--- config.mk ---
export PLATFORM = sky130hd
export DESIGN_NAME = utf8_stream_decoder_flat
export DESIGN_NICKNAME = d
export VERILOG_FILES = /design/src/rtl/u8d_pkg.sv /design/src/rtl/u8d_byte_if.sv /design/src/rtl/u8d_result_if.sv /design/src/rtl/utf8_stream_decoder.sv /design/src/rtl/u8d_step.sv /design/src/flat_wrapper.sv
export SDC_FILE = /design/constraint.sdc
export NUM_CORES = 1
export LEC_CHECK = 0
export BUFFER_PORTS_ARGS = -buffer_cell sky130_fd_sc_hd__buf_4
export CAP_MARGIN = 20
export CORE_ASPECT_RATIO = 0.75
export CORE_UTILIZATION = 50
export DETAILED_ROUTE_END_ITERATION = 10
export PLACE_DENSITY = 0.72
export SLEW_MARGIN = 10
export SYNTH_ARGS = -nofsm -noshare
export SYNTH_HDL_FRONTEND = slang
export SYNTH_SLANG_ARGS = --single-unit
--- constraint.sdc ---
create_clock -name clk -period 3.75 [get_ports clk]
set_clock_uncertainty 0.15 [all_clocks]
set_input_delay 0 -clock clk [delete_from_list [all_inputs] [get_ports clk]]
set_output_delay 0 -clock clk [all_outputs]
set_load 0.005 [all_outputs]
--- src/rtl/u8d_pkg.sv ---
// Shared types and constants for the UTF-8 stream decoder.
// No dependencies; every other file in rtl/ but u8d_byte_if.sv imports this package.
package u8d_pkg;

    // Result status codes.
    typedef enum logic [1:0] {
        ST_OK        = 2'd0,
        ST_BAD_LEAD  = 2'd1,
        ST_BAD_CONT  = 2'd2,
        ST_TRUNCATED = 2'd3
    } status_t;

    localparam int unsigned CP_W      = 31;
    localparam int unsigned PENDING_W = 3;

    // Payload bit masks for each lead byte form and for continuation bytes.
    localparam logic [7:0] MASK_LEAD2 = 8'h1F;
    localparam logic [7:0] MASK_LEAD3 = 8'h0F;
    localparam logic [7:0] MASK_LEAD4 = 8'h07;
    localparam logic [7:0] MASK_LEAD5 = 8'h03;
    localparam logic [7:0] MASK_LEAD6 = 8'h01;
    localparam logic [7:0] MASK_CONT  = 8'h3F;

    // Decoder state carried from byte to byte.
    typedef struct packed {
        logic [PENDING_W-1:0] pending;
        logic [CP_W-1:0]      partial;
        logic                 discarding;
    } state_t;

    // One result request.
    typedef struct packed {
        logic [CP_W-1:0] code_point;
        status_t         status;
        logic            at_end;
    } result_t;

endpackage

--- src/rtl/u8d_byte_if.sv ---
// Byte channel into the decoder: valid/ready handshake with the byte payload.
// Depends on nothing but its own signals.
interface u8d_byte_if;
    logic       valid;
    logic       ready;
    logic [7:0] byte_in;
    logic       string_end;

    modport source (output valid, output byte_in, output string_end, input ready);
    modport sink   (input valid, input byte_in, input string_end, output ready);
endinterface

--- src/rtl/u8d_result_if.sv ---
// Result channel out of the decoder: valid/ready handshake with the code point.
// Depends on u8d_pkg for the status type.
interface u8d_result_if;
    import u8d_pkg::*;

    logic            valid;
    logic            ready;
    logic [CP_W-1:0] code_point;
    status_t         status;
    logic            at_end;

    modport source (output valid, output code_point, output status, output at_end,
                    input ready);
    modport sink   (input valid, input code_point, input status, input at_end,
                    output ready);
endinterface

--- src/rtl/utf8_stream_decoder.sv ---
// Top level of the UTF-8 stream decoder: input register, decode step, result register.
// Depends on u8d_pkg, u8d_byte_if, u8d_result_if and u8d_step.
//
// Usage:
//   Bytes of a string arrive on the stream channel, one request per byte, with
//   string_end set on the last byte. Decoded code points and error results leave
//   on the decoded channel, at most one request per byte. An error result has
//   code point zero; after one, bytes are dropped up to the end of the string.
//   Throughput: one byte per cycle while the receiver takes results. A byte is
//   captured in the input register and decoded combinationally against the
//   state registers; its result, if any, is written into the result register
//   once that register is free, and the result register offers it on the
//   decoded channel. The decode step is one shift-and-OR plus a three-bit
//   counter update.
//   Reset clears the input register, the decoder state and the result register.
//   When the receiver stalls, the result register holds its request, the byte in
//   the input register waits, and stream.ready falls once both are occupied;
//   nothing is lost or repeated.
module utf8_stream_decoder (
    input logic          clk,
    input logic          rst_n,
    u8d_byte_if.sink     stream,
    u8d_result_if.source decoded
);
    import u8d_pkg::*;

    logic       s1_valid_reg;
    logic [7:0] s1_byte_reg;
    logic       s1_end_reg;

    state_t     state_reg;
    state_t     state_next;
    logic       emit;
    result_t    result;

    logic       out_valid_reg;
    logic       out_valid_next;
    result_t    out_reg;

    logic       out_free;
    logic       advance;

    // Handshake: the held byte moves on whenever the result register can take it.
    assign out_free     = !out_valid_reg || decoded.ready;
    assign advance      = s1_valid_reg && out_free;
    assign stream.ready = !s1_valid_reg || advance;

    // Input register.
    always_ff @(posedge clk or negedge rst_n)
    begin
        if (!rst_n)
        begin
            s1_valid_reg <= 1'b0;
        end
        else if (stream.ready)
        begin
            s1_valid_reg <= stream.valid;
        end
    end

    always_ff @(posedge clk)
    begin
        if (stream.ready && stream.valid)
        begin
            s1_byte_reg <= stream.byte_in;
            s1_end_reg  <= stream.string_end;
        end
    end

    // Decode step on the held byte.
    u8d_step u_step (
        .state      (state_reg),
        .byte_in    (s1_byte_reg),
        .string_end (s1_end_reg),
        .state_next (state_next),
        .emit       (emit),
        .result     (result)
    );

    // Decoder state.
    always_ff @(posedge clk or negedge rst_n)
    begin
        if (!rst_n)
        begin
            state_reg <= '0;
        end
        else if (advance)
        begin
            state_reg <= state_next;
        end
    end

    // Result register.
    always_comb
    begin
        out_valid_next = out_valid_reg && !decoded.ready;
        if (advance && emit)
        begin
            out_valid_next = 1'b1;
        end
    end

    always_ff @(posedge clk or negedge rst_n)
    begin
        if (!rst_n)
        begin
            out_valid_reg <= 1'b0;
        end
        else
        begin
            out_valid_reg <= out_valid_next;
        end
    end

    always_ff @(posedge clk)
    begin
        if (advance && emit)
        begin
            out_reg <= result;
        end
    end

    assign decoded.valid      = out_valid_reg;
    assign decoded.code_point = out_reg.code_point;
    assign decoded.status     = out_reg.status;
    assign decoded.at_end     = out_reg.at_end;

    // At most five continuation bytes are ever outstanding.
    a_pending_range: assert property (@(posedge clk) disable iff (!rst_n)
        state_reg.pending <= 3'd5)
        else $error("pending count out of range");

    // While dropping bytes no sequence is open.
    a_discard_idle: assert property (@(posedge clk) disable iff (!rst_n)
        state_reg.discarding |-> (state_reg.pending == '0 && state_reg.partial == '0))
        else $error("open sequence while discarding");

    // The final byte of a string leaves the decoder fully cleared.
    a_end_clears: assert property (@(posedge clk) disable iff (!rst_n)
        (advance && s1_end_reg) |=> (state_reg == '0))
        else $error("state not cleared at end of string");

    // Error results carry a zero code point.
    a_error_zero: assert property (@(posedge clk) disable iff (!rst_n)
        (out_valid_reg && out_reg.status != ST_OK) |-> (out_reg.code_point == '0))
        else $error("error result with nonzero code point");

endmodule

--- src/rtl/u8d_step.sv ---
// Combinational decode of one byte against the current decoder state.
// Depends on u8d_pkg for the state and result types.
module u8d_step (
    input  u8d_pkg::state_t  state,
    input  logic [7:0]       byte_in,
    input  logic             string_end,
    output u8d_pkg::state_t  state_next,
    output logic             emit,
    output u8d_pkg::result_t result
);
    import u8d_pkg::*;

    logic [PENDING_W-1:0] lead_more;
    logic [CP_W-1:0]      lead_val;
    logic                 lead_bad;
    logic [CP_W-1:0]      cont_val;
    logic [PENDING_W-1:0] cont_pending;
    state_t               zero_state;

    assign zero_state = '0;

    // Classify a lead byte: continuation count and kept payload bits.
    always_comb
    begin
        lead_more = '0;
        lead_val  = '0;
        lead_bad  = 1'b0;
        if (byte_in[7] == 1'b0)
        begin
            lead_val = {{(CP_W-8){1'b0}}, byte_in};
        end
        else if (byte_in[7:5] == 3'b110)
        begin
            lead_more = 3'd1;
            lead_val  = {{(CP_W-8){1'b0}}, byte_in & MASK_LEAD2};
        end
        else if (byte_in[7:4] == 4'b1110)
        begin
            lead_more = 3'd2;
            lead_val  = {{(CP_W-8){1'b0}}, byte_in & MASK_LEAD3};
        end
        else if (byte_in[7:3] == 5'b11110)
        begin
            lead_more = 3'd3;
            lead_val  = {{(CP_W-8){1'b0}}, byte_in & MASK_LEAD4};
        end
        else if (byte_in[7:2] == 6'b111110)
        begin
            lead_more = 3'd4;
            lead_val  = {{(CP_W-8){1'b0}}, byte_in & MASK_LEAD5};
        end
        else if (byte_in[7:1] == 7'b1111110)
        begin
            lead_more = 3'd5;
            lead_val  = {{(CP_W-8){1'b0}}, byte_in & MASK_LEAD6};
        end
        else
        begin
            lead_bad = 1'b1;
        end
    end

    // A continuation byte shifts in six more value bits.
    assign cont_val     = {state.partial[CP_W-7:0], byte_in[5:0] & MASK_CONT[5:0]};
    assign cont_pending = state.pending - 3'd1;

    // State update and result selection.
    always_comb
    begin
        state_next        = state;
        emit              = 1'b0;
        result.code_point = '0;
        result.status     = ST_OK;
        result.at_end     = string_end;

        if (state.discarding)
        begin
            if (string_end)
            begin
                state_next = zero_state;
            end
        end
        else if (state.pending == '0)
        begin
            if (lead_bad)
            begin
                emit                  = 1'b1;
                result.status         = ST_BAD_LEAD;
                state_next            = zero_state;
                state_next.discarding = !string_end;
            end
            else if (lead_more == '0)
            begin
                emit              = 1'b1;
                result.code_point = lead_val;
                if (string_end)
                begin
                    state_next = zero_state;
                end
            end
            else if (string_end)
            begin
                emit          = 1'b1;
                result.status = ST_TRUNCATED;
                state_next    = zero_state;
            end
            else
            begin
                state_next.pending = lead_more;
                state_next.partial = lead_val;
            end
        end
        else if (byte_in[7:6] != 2'b10)
        begin
            emit                  = 1'b1;
            result.status         = ST_BAD_CONT;
            state_next            = zero_state;
            state_next.discarding = !string_end;
        end
        else if (cont_pending == '0)
        begin
            emit              = 1'b1;
            result.code_point = cont_val;
            state_next        = zero_state;
        end
        else if (string_end)
        begin
            emit          = 1'b1;
            result.status = ST_TRUNCATED;
            state_next    = zero_state;
        end
        else
        begin
            state_next.pending = cont_pending;
            state_next.partial = cont_val;
        end
    end

endmodule
--- src/flat_wrapper.sv ---
// flat-port wrapper written by rule: the top's interface ports become plain ports
module utf8_stream_decoder_flat import u8d_pkg::*;
  (clk, rst_n, stream_valid, stream_byte_in, stream_string_end, stream_ready, decoded_valid, decoded_code_point, decoded_status, decoded_at_end, decoded_ready);
  u8d_byte_if stream_i ();
  u8d_result_if decoded_i ();
  input logic clk;
  input logic rst_n;
  input wire logic [$bits(stream_i.valid)-1:0] stream_valid;
  input wire logic [$bits(stream_i.byte_in)-1:0] stream_byte_in;
  input wire logic [$bits(stream_i.string_end)-1:0] stream_string_end;
  output wire logic [$bits(stream_i.ready)-1:0] stream_ready;
  output wire logic [$bits(decoded_i.valid)-1:0] decoded_valid;
  output wire logic [$bits(decoded_i.code_point)-1:0] decoded_code_point;
  output wire logic [$bits(decoded_i.status)-1:0] decoded_status;
  output wire logic [$bits(decoded_i.at_end)-1:0] decoded_at_end;
  input wire logic [$bits(decoded_i.ready)-1:0] decoded_ready;
  assign stream_i.valid = stream_valid;
  assign stream_i.byte_in = stream_byte_in;
  assign stream_i.string_end = stream_string_end;
  assign stream_ready = stream_i.ready;
  assign decoded_valid = decoded_i.valid;
  assign decoded_code_point = decoded_i.code_point;
  assign decoded_status = decoded_i.status;
  assign decoded_at_end = decoded_i.at_end;
  assign decoded_i.ready = decoded_ready;
  utf8_stream_decoder u_core (.clk(clk), .rst_n(rst_n), .stream(stream_i), .decoded(decoded_i));
endmodule
## Word level (Yosys, flattened, before mapping)

Index checks and enable logic that the tools add are counted.

| word-level totals | value |
|---|---|
| bits in registers | 74 |
| bits of input ports | 13 |
| logic and storage cells | 79 |

| cells by class | value |
|---|---|
| add/sub/neg operators | 1 |
| equality and inequality tests | 8 |
| muxes and demuxes | 46 |
| reduce and logical (&&, ||, !) cells | 14 |

Operators by type and width:

| operator | number |
|---|---|
| 2-to-1 mux 35 bit | 8 |
| 2-to-1 mux 31 bit | 5 |
| 2-to-1 mux 34 bit | 2 |
| 2-to-1 mux 33 bit | 1 |
| 2-to-1 mux 3 bit | 7 |
| 2-to-1 mux 1 bit | 15 |
| 2-to-1 mux 2 bit | 6 |
| zero test 3 bit | 3 |
| equality test 7 bit (second input constant) | 1 |
| equality test 6 bit (second input constant) | 1 |
| equality test 5 bit (second input constant) | 1 |
| 2-to-1 mux 5 bit | 1 |
| equality test 4 bit (second input constant) | 1 |
| logical AND 1 bit | 4 |
| zero test 1 bit | 4 |
| 2-to-1 mux 4 bit | 1 |
| inequality test 4 x 3 -> 1 bit (second input constant) | 1 |
| equality test 3 bit (second input constant) | 1 |
| AND reduction 3 bit | 1 |
| subtractor 3 x 1 -> 3 bit (second input constant) | 1 |
| logical OR 1 bit | 2 |
| inequality test 2 x 1 -> 1 bit (second input constant) | 1 |
| inequality test 2 bit (second input constant) | 1 |

## Longest topological paths before layout

Gate-level depths: netlist of run 1.

| logic depth | value |
|---|---|
| depth in word-level cells | 14 |
| gate-level depth with buffers | 8 |

## Modules after synthesis

From an unflattened synthesis of run 1, not the netlist that was laid out.

| second synthesis, totals | value |
|---|---|
| cell total of the unflattened synthesis | 277 |
| area, all modules | 3896.2 µm² |

By module, submodules not included:

| module | instances | cells each | area each (µm²) | sequential area each (µm²) |
|---|---|---|---|---|
| utf8_stream_decoder | 1 | 127 | 2845.2 | 2217.1 |
| u8d_step | 1 | 150 | 1051.0 | 0.0 |

## Worst setup path after synthesis of run 1

Ideal clock, no wire load.

| timing | value |
|---|---|
| path type | register to register |
| start point | reg u_core.state_reg[32] (netlist bit) |
| end point | reg u_core.out_reg (netlist bit u_core.decoded.at_end) (enable) |
| arrival | 2103 ps |
| required time | 3211 ps |
| setup slack | 1108 ps |
| cell stages (with the launch flop) | 8 |
| buffers on the path | 0 |
| path through | dfrtp_1 inv_1 ha_1 xor2_1 o211a_1 a211oi_2 nand3b_1 inv_1 |

| on the way | value |
|---|---|
| longest elaborated chain between the ends | 7 |
| elaborated cells between the ends (all ways) | 8 |
| those cells by class | 1 x add/sub; 4 x mux; 3 x reduce/logical |

RTL lines:

| element | line | text |
|---|---|---|
| start: declaration | utf8_stream_decoder.sv:31 | `state_t state_reg;` |
| start signal: assignment | utf8_stream_decoder.sv:89 | `state_reg <= state_next;` |
| subtractor 3 x 1 -> 3 bit | u8d_step.sv:65 | `assign cont_pending = state.pending - 3'd1;` |
| zero test 3 bit | u8d_step.sv:120 | `else if (cont_pending == '0)` |
| 2-to-1 mux 1 bit | u8d_step.sv:120 |  |
| 2-to-1 mux 1 bit | u8d_step.sv:113 | `else if (byte_in[7:6] != 2'b10)` |
| 2-to-1 mux 1 bit (*) | u8d_step.sv:83 | `else if (state.pending == '0)` |
| 2-to-1 mux 1 bit (*) | u8d_step.sv:76 | `if (state.discarding)` |
| logical AND 1 bit (*) | utf8_stream_decoder.sv:117 | `if (advance && emit)` |
| end signal: assignment | utf8_stream_decoder.sv:119 | `out_reg <= result;` |
| end: declaration | utf8_stream_decoder.sv:38 | `result_t out_reg;` |

Mark *: on every way between the ends. The rest lies on a longest branch, timed or not.
A chain may end at the register's enable or synchronous reset.

## Final worst setup path of run 1

| timing | value |
|---|---|
| start point | reg u_core.state_reg[32] (netlist bit) |
| end point | reg u_core.out_reg (netlist bit u_core.decoded.code_point[18]) (enable) |

Same word-level chain as after synthesis.

==> results of run 1 <==
==> metal layers <==
metal | track usage [%] | wire, um | vias to the layer above
met5 | 0 | 0 | -
met4 | 7.69 | 43 | 0
met3 | 6.54 | 337 | 4
met2 | 27.9 | 2450 | 61
met1 | 29.2 | 3010 | 948
li1 | - | - | 979
==> final cells by class <==
cell class / count / area share (%)
multi-input cells: 135 / 24.1
inverters: 8 / 0.769
repair buffers: 67 / 14.1
flip-flops and latches: 74 / 52.9
well taps: 78 / 2.50
clock buffers: 9 / 3.17
clock inverters: 7 / 2.40
==> logic make-up (layout without fill, tap and decap cells) <==
group,after synthesis,count (layout),synth area share (%)
fa+ha+maj,3,3,1.21
buf+inv,21,91,2.95
flops,74,74,66.8
simple gates,76,76,13.8
xor+xnor,1,1,0.283
compound gates,55,55,15.0
==> stage by stage <==
stage	power [W]	worst slack (ns)	cells	cell area (um2)	hold slack (ns)
global placement	0.00158	1.20	347	3530	-0.187
floorplan	0.00135	1.11	230	3100	-0.446
finish	0.00224	1.09	378	3910	0.221
detailed placement	0.00158	1.14	347	3530	-0.182
CTS	0.00226	1.11	378	3910	0.198
global route	0.00235	0.935	378	3910	0.207
==> worst paths after layout <==
| kind | startpoint | slack, ns | cells past startpoint | endpoint |
|---|---|---|---|---|
| min in group asynchronous | rst_n | 0.53 | 4 | u_core.state_reg[18] |
| max | u_core.state_reg[32] | 1.09 | 8 | u_core.decoded.code_point[18] |
| max reg2reg | u_core.state_reg[32] | 1.09 | 8 | u_core.decoded.code_point[18] |
| min reg2reg | u_core.state_reg[20] | 0.35 | 1 | u_core.state_reg[20] |
| max in group asynchronous | rst_n | 2.74 | 4 | u_core.state_reg[0] |
| min | stream_byte_in[3] | 0.22 | 2 | u_core.s1_byte_reg[3] |
==> critical path, cell delays in order, from the launching register on <==
cell      delay (ns)
dfrtp_1         0.41
inv_1           0.09
ha_1            0.25
or3b_4          0.44
a311oi_1        0.36
a211oi_2        0.14
nand3b_1        0.14
inv_1           0.11
buf_4           0.27
==> cells in the mapped netlist, types with 2 or more instances <==
cell type / number / area, um2
and2_1: 27 / 169
buf_2: 4 / 20.0
nor3b_1: 3 / 22.5
ha_1: 3 / 37.5
nand3b_1: 2 / 15.0
nor2_1: 7 / 26.3
inv_1: 8 / 30.0
nor2b_1: 3 / 18.8
o41ai_2: 3 / 48.8
a21oi_1: 8 / 40.0
o31ai_1: 3 / 22.5
a31oi_1: 4 / 25.0
nor3_1: 9 / 45.0
nand3_1: 2 / 10.0
a22o_1: 22 / 193
edfxtp_1: 43 / 1290
nand2_1: 13 / 48.8
o21ai_0: 4 / 20.0
nand2b_1: 6 / 37.5
clkbuf_1: 8 / 30.0
dfrtp_1: 31 / 776
==> power by group through the flow <==
stage	sequential, W	clock, W	combinational [W]
after floorplan	0.00110	0	0.000251
after global placement	0.00112	0	0.000455
after detailed placement	0.00112	0	0.000455
after CTS	0.00111	0.000686	0.000471
after global routing	0.00112	0.000712	0.000518
final	0.00111	0.000662	0.000468
==> key figures, run 1 <==
Outcome
  – Outcome: completed

Pwr
  – Sw power: about 0.00063 W
  – Net Sw Frac: between 20 and 30%
  – PD cells: 573 nW/um2
  – Worst IR Drop VDD: between 200 and 300 uV
  – Internal power: between 0.0015 and 0.002 W
  – Pleak: approximately 1.6 nW
  – Power share of the combinational group: between 20% and 30%
  – Clk pwr share: 29.6%
  – Register share of total power: between 40 and 50%

Global routing
  – Initial antenna violation count: 0
  – Global-route wire length before repair: about 9600 um
  – Vias in the first global route: a little under 2,000
  – Grt ovf: 0
  – Pin count of the biggest net entering global routing: 37
  – GR Util All Layers: 20.0%

Floorplan
  – Row Count: 24
  – Starting Density: between 50% and 60%
  – Die W: about 93 um
  – Num ports: 49
  – Core Area: ~5900 um2
  – Die Ht: roughly 70 um
  – Die area: approximately 6500 um2

Final layout
  – Fin nets: about 310
  – Most common cell after layout, fill and taps aside: buf_4
  – Multi-input gate area: approximately 940 um2
  – Synth-to-layout area growth: 26.2%
  – Final Core Density: around two thirds
  – Layout fillers: roughly 460
  – Share of layout cells above drive strength 1: approximately a quarter
  – Storage cell area: 2070 um2
  – Largest register FFs: 31
  – Antenna Cells: 0
  – Most frequent cells in the layout: 52 x buf_4, 43 x edfxtp_1, 31 x dfrtp_1, 27 x and2_1, 22 x a22o_1

Logic synthesis
  – Sequential fraction of the synthesis area: 66.8%
  – Syn nets: ~250
  – Syn Inst Count: 230
  – EDFF count, synth: 43
  – Dominant synthesized flop cell: edfxtp_1
  – Post-synthesis instance area: just over 3000 um2
  – Async SR Flop Fraction: between 40% and 50%
  – Synthesis-stage register bit count: 74
  – Avg Cell Area, Syn: between 10 and 15 um2
  – Synth cell types: 38
  – Yosys warning count: 0

Routing
  – Vias: 1,992
  – Routed length per placed instance: approximately 15 um
  – Post-route DRC: 0
  – Final WL: around 6000 um
  – DR iter-0 viols: 132
  – Routed Antenna Nets: 0
  – TritonRoute pass-1 iters: 4
  – Via/cell ratio: about 5.3

Hold path
  – Worst min path class: in2reg

Critical path
  – Critical path launch point type: flop
  – CP required: between 3 and 4 ns
  – Worst EP arrival: 2.58 ns
  – Setup CP Type: reg2reg
  – Endpoint class of the critical path: flop
  – Critical path peak fanout: 31

Timing
  – Worst slew pin tran: approximately 0.60 ns
  – Post-layout min period: 2.66 ns
  – RSZ-0062 raised after global routing: no
  – Period utilization: a little under three quarters
  – Achievable frequency: 376 MHz
  – Setup TNS: 0 ns
  – Final Hold Viols: 0
  – Slew Limit Fails: 0
  – Final setup fails: 0
  – Slew headroom: 59.7%

Placement
  – Dpl hpwl: about 3800 um
  – RD Place Congestion: 0.892
  – PortBufs: 48

CTS
  – # resized after CTS: 0
  – # hold bufs at CTS: 15
  – Clock tree buffer depth: 2
  – Root buffer cell: clkbuf_8
  – Post-CTS Setup Inserts: 0
  – CTS tree: built
  – CTS buffer count: 9
  – Clock slew at reported path FFs: approximately 0.07 ns
  – Clk_lat worst skew: ~0.35 ns
  – # H-tree levels: 3
  – Clock sinks: 74

Flow run
  – Max-Cap Viols: 0
(Power assumes the default switching activity.)
==> inputs of run 2 (changes only) <==
PLACE_DENSITY = 0.75   (was 0.72)
clock period = 2.35 ns   (was 3.75 ns; I/O delays follow)
==> key figures, run 2 (synthesis results as in run 1) <==
CTS
  – Clock slew at reported path FFs: 0.08 ns
  – Clk_lat worst skew: between 0.3 and 0.4 ns
  – # H-tree levels: 3
  – Root buffer cell: clkbuf_8
  – CTS tree: built
  – Clock tree buffer depth: 2
  – CTS buffer count: 9
  – Clock sinks: 74

Routing
  – Final WL: about 6300 um
  – Routed Antenna Nets: 0
  – Post-route DRC: 0
  – Via/cell ratio: roughly 5.4
  – Routed length per placed instance: between 15 and 20 um
  – Vias: between 2,000 and 2,500
  – DR iter-0 viols: 160
  – TritonRoute pass-1 iters: 4

Pwr
  – Register share of total power: between 40% and 50%
  – Pleak: about 1.8 nW
  – Sw power: about 0.0011 W
  – Worst IR Drop VDD: ~540 uV
  – Internal power: between 0.002 and 0.003 W
  – PD cells: a little over 900 nW/um2
  – Net Sw Frac: 27.9%
  – Clk pwr share: roughly 26%
  – Total power: 0.00386 W
  – Power share of the combinational group: 29.7%

Critical path
  – Critical path launch point type: flop
  – Buffers and inverters on the worst path: 4
  – Cell breakdown of the critical path: inv_2 > ha_4 > or3b_4 > a311oi_2 > a211oi_2 > nand3b_1 > clkinvlp_4 > buf_4 > buf_8
  – Reg-to-reg critical path startpoint: u_core.state_reg[33]
  – RR Endpoint: u_core.decoded.code_point[8]
  – Flop2flop setup slack: -0.09 ns
  – CP required: 2.30 ns
  – Endpoint class of the critical path: flop
  – Reg2Reg Depth: 9
  – CP max stage delay: slightly above 0.4 ns
  – Number of cells on the critical path: 9
  – Critical path peak fanout: 10
  – Kind of cell adding the most delay to the critical path: simple AND/OR/NAND/NOR gates
  – Worst EP arrival: roughly 2.4 ns
  – CP startpoint: u_core.state_reg[33]
  – Setup CP Type: reg2reg
  – Worst Setup EP: u_core.decoded.code_point[8]
  – Max stage delay cell, worst path: or3b_4

Final layout
  – Most frequent cells in the layout: 77 x buf_4, 43 x edfxtp_1, 31 x dfrtp_1, 27 x and2_1, 22 x a22o_1
  – Most common cell after layout, fill and taps aside: buf_4
  – Multi-input gate area: roughly 970 um2
  – Fin nets: between 300 and 400
  – Antenna Cells: 0
  – Layout fillers: 410
  – Storage cell area: between 2000 and 2500 um2
  – Synth-to-layout area growth: 36.7%
  – Share of layout cells above drive strength 1: between 30 and 40%
  – Largest register FFs: 31

Outcome
  – Failing checks: setup timing
  – Outcome: finished with violations

Global routing
  – Initial antenna violation count: 0
  – GR Util All Layers: between 20% and 30%
  – Grt ovf: 0
  – Global-route wire length before repair: a little over 10,000 um
  – Vias in the first global route: roughly 2,000
  – Pin count of the biggest net entering global routing: 32

Timing
  – Final setup fails: 34
  – Final Hold Viols: 0
  – Slew Limit Fails: 0
  – Worst slew pin tran: approximately 0.48 ns
  – Period utilization: 104%
  – Post-layout min period: 2.44 ns
  – Final setup margin: -0.0942 ns
  – RSZ-0062 raised after global routing: yes
  – Slew headroom: between 60% and 70%
  – Achievable frequency: around 410 MHz

Floorplan
  – Row Count: 24
  – Core Area: ~5900 um2
  – Die W: approximately 93 um
  – Die Ht: 70.1 um
  – Num ports: 49
  – Starting Density: ~53%
  – Die area: 6510 um2

Placement
  – Dpl hpwl: 4130 um
  – Pre-CTS setup slack: -0.135 ns
  – RD Place Congestion: between 0.8 and 0.9
  – PortBufs: between 40 and 50

Hold path
  – Worst min path class: in2reg

Flow run
  – Max-Cap Viols: 0
==> run 2: changes by cell type in the layout (fill, tap and decap cells not counted), moves of 2 or more <==
cell,delta
clkinv_4,-2
buf_8,+2
inv_2,+2
buf_4,+25
inv_1,-3
clkbuf_1,+2
buf_6,+2
clkbuf_8,+2
==> run 2: metal layers <==
| layer | wire, um | global-route usage, % |
|---|---|---|
| met3 | 390 | 5.45 |
| met1 | 3110 | 31.7 |
| met5 | 0 | 0 |
| met4 | 89 | 7.86 |
| met2 | 2750 | 29.2 |
==> run 2: through the flow <==
| stage | hold WS, ns | instance area (um2) | std cells | TNS (ns) | utilization, % |
|---|---|---|---|---|---|
| after floorplan | -0.446 | 3110 | 230 | -8.05 | - |
| after detailed placement | -0.195 | 3680 | 364 | -4.21 | 62.6 |
| final | 0.211 | 4230 | 410 | -2.85 | 71.9 |
| after global placement | -0.191 | 3670 | 363 | -4.52 | 62.4 |
| after CTS | 0.205 | 4170 | 406 | -3.22 | 70.9 |
| after global routing | 0.215 | 4230 | 410 | -5.84 | 71.9 |
==> run 2: worst reg2reg max path, cell delays in order (launching register included) <==
cell and delay (ns):
dfrtp_1 0.39, inv_2 0.09, ha_4 0.13, or3b_4 0.41, a311oi_2 0.26, a211oi_2 0.13
nand3b_1 0.18, clkinvlp_4 0.17, buf_4 0.16, buf_8 0.13
==> run 2: layout make-up <==
cell class / instances / area share (%)
multi-input cells: 135 / 23.0
repair buffers: 99 / 20.4
well taps: 78 / 2.31
flip-flops and latches: 74 / 48.8
clock inverters: 3 / 0.917
inverters: 8 / 0.798
clock buffers: 13 / 3.76
==> run 2: worst min-delay path by stage <==
stage / cells after the start / endpoint / slack [ns] / startpoint
3_5_place_dp: 1 / u_core.state_reg[12] / -0.20 / rst_n
5_1_grt: 2 / u_core.s1_byte_reg[4] / 0.22 / stream_byte_in[4]
4_1_cts: 2 / u_core.s1_byte_reg[0] / 0.21 / stream_byte_in[0]
3_3_place_gp: 1 / u_core.state_reg[24] / -0.19 / rst_n
2_1_floorplan: 0 / u_core.decoded.valid / -0.45 / rst_n
6_report: 2 / u_core.s1_byte_reg[7] / 0.21 / stream_byte_in[7]
==> run 2: power by group through the flow <==
| stage | clock network [W] | registers, W | logic, W |
|---|---|---|---|
| final | 0.000982 | 0.00173 | 0.00115 |
| after floorplan | 0 | 0.00175 | 0.000410 |
| after global routing | 0.00104 | 0.00175 | 0.00124 |
| after CTS | 0.00100 | 0.00173 | 0.00108 |
| after detailed placement | 0 | 0.00175 | 0.000904 |
| after global placement | 0 | 0.00175 | 0.000894 |
==> run 2: what timing repair did <==
item / 4_1_cts / 5_1_grt
hold endpoints to repair: 42 / 0
setup buffers: 10 / 4
setup endpoints to repair: 34 / 50
pin swaps: 5 / 5
gates cloned: 1 / 1
hold buffers: 15 / 0
resized for setup: 6 / 5
==> inputs of run 3 (changes only) <==
TNS_END_PERCENT = 10   (was default)
==> key figures, run 3 (synthesis results as in run 1) <==
Floorplan
  – Starting Density: 52.6%
  – Row Count: 24
  – Die area: 6510 um2
  – Die Ht: 70.1 um
  – Num ports: 49
  – Core Area: just under 6000 um2
  – Die W: just over 90 um

Final layout
  – Most common cell after layout, fill and taps aside: buf_4
  – Final Core Density: about 71%
  – Largest register FFs: 31
  – Share of layout cells above drive strength 1: 33.6%
  – Fin nets: 341
  – Fin area: 4180 um2
  – Antenna Cells: 0
  – Synth-to-layout area growth: 35.2%
  – Most frequent cells in the layout: 78 x buf_4, 43 x edfxtp_1, 31 x dfrtp_1, 27 x and2_1, 22 x a22o_1

Routing
  – Routed Antenna Nets: 0
  – Post-route DRC: 0
  – Via/cell ratio: about 5.4
  – TritonRoute pass-1 iters: 5
  – Vias: ~2,200
  – Routed length per placed instance: 15.6 um
  – DR iter-0 viols: 160
  – Final WL: about 6400 um

CTS
  – Clk_lat worst skew: ~0.35 ns
  – CTS buffer count: 9
  – Root buffer cell: clkbuf_8
  – # H-tree levels: 3
  – Clock tree buffer depth: 2
  – CTS tree: built
  – Clock slew at reported path FFs: 0.07 ns
  – Clock sinks: 74

Timing
  – RSZ-0062 raised after global routing: yes
  – Final setup fails: 31
  – Slew headroom: around two thirds
  – Final setup margin: -0.107 ns
  – Final Hold Viols: 0
  – Worst slew pin tran: approximately 0.48 ns
  – Achievable frequency: about 410 MHz
  – Slew Limit Fails: 0
  – Period utilization: 105%
  – Post-layout min period: 2.46 ns

Critical path
  – Worst EP arrival: around 2.4 ns
  – Setup CP Type: reg2reg
  – Reg2Reg Depth: 9
  – CP startpoint: u_core.state_reg[32]
  – Critical path peak fanout: 10
  – Critical path launch point type: flop
  – Reg-to-reg critical path startpoint: u_core.state_reg[32]
  – Endpoint class of the critical path: flop
  – RR Endpoint: u_core.decoded.code_point[22]
  – Flop2flop setup slack: -0.11 ns
  – CP required: between 2 and 2.5 ns
  – Worst Setup EP: u_core.decoded.code_point[22]

Pwr
  – PD cells: just over 900 nW/um2
  – Total power: between 0.003 and 0.004 W
  – Pleak: 1.79 nW
  – Worst IR Drop VDD: between 500 and 600 uV

Placement
  – Dpl hpwl: 4130 um
  – Pre-CTS setup slack: -0.135 ns
  – DP Area: 3680 um2
  – RD Place Congestion: approximately 0.86
  – PortBufs: between 40 and 50

Hold path
  – HP Start: stream_byte_in[7]
  – Worst min path class: in2reg

Outcome
  – Outcome: finished with violations
  – Failing checks: setup timing

Global routing
  – Grt ovf: 0
  – Initial antenna violation count: 0
  – Vias in the first global route: between 2,000 and 2,500
  – Pin count of the biggest net entering global routing: 32
  – GR Util All Layers: between 20% and 30%
  – Global-route wire length before repair: 10,200 um

Flow run
  – Max-Cap Viols: 0
run 3: how the worst min path moves through the flow:
stage	end	slack, ns	cells past startpoint
6_report	u_core.s1_byte_reg[7]	0.21	2
5_1_grt	u_core.s1_byte_reg[4]	0.22	2
3_3_place_gp	u_core.state_reg[24]	-0.19	1
4_1_cts	u_core.s1_byte_reg[0]	0.21	2
3_5_place_dp	u_core.state_reg[12]	-0.20	1
2_1_floorplan	u_core.decoded.valid	-0.45	0
run 3: metrics by stage:
stage | hold slack [ns] | std cells | setup TNS [ns]
after floorplan | -0.446 | 230 | -8.05
after global placement | -0.191 | 363 | -4.52
after detailed placement | -0.195 | 364 | -4.21
after CTS | 0.205 | 405 | -3.38
after global routing | 0.215 | 408 | -5.75
final | 0.209 | 408 | -2.95
run 3: repair_timing:
action                                  4_1_cts  5_1_grt
endpoints found under the setup margin       34       50
hold buffers                                 15        0
resized for setup                             4        4
pin swaps                                     5        3
endpoints found under the hold margin        42        0
gates cloned                                  1        0
buffers inserted                              9        4
run 3: layout make-up:
cell class              instances  area (um2)
clock buffers                  13         159
clock inverters                 3        38.8
fillers                       420        1700
inverters                       8        33.8
multi-input cells             135         972
flip-flops and latches         74        2070
well taps                      78        97.6
repair buffers                 97         816
run 3: power breakdown:
part	switching, W	internal [W]	total, W
registers	0.0000966	0.00163	0.00173
logic	0.000522	0.000558	0.00108
clock network	0.000440	0.000544	0.000984
run 3: per-layer routing:
| metal | GRT usage, % | routed length (um) | vias up |
|---|---|---|---|
| met1 | 31.8 | 3170 | 1065 |
| li1 | - | - | 1039 |
| met5 | 0 | 0 | - |
| met2 | 29.3 | 2710 | 75 |
| met3 | 5.45 | 378 | 10 |
| met4 | 7.86 | 102 | 0 |
run 3: critical path: stages (launching register included):
cell	delay (ns)
dfrtp_1	0.36
inv_2	0.06
buf_4	0.13
ha_1	0.21
xor2_1	0.18
o211a_1	0.26
a211oi_2	0.20
nand3b_1	0.18
clkinvlp_4	0.16
bufbuf_16	0.28
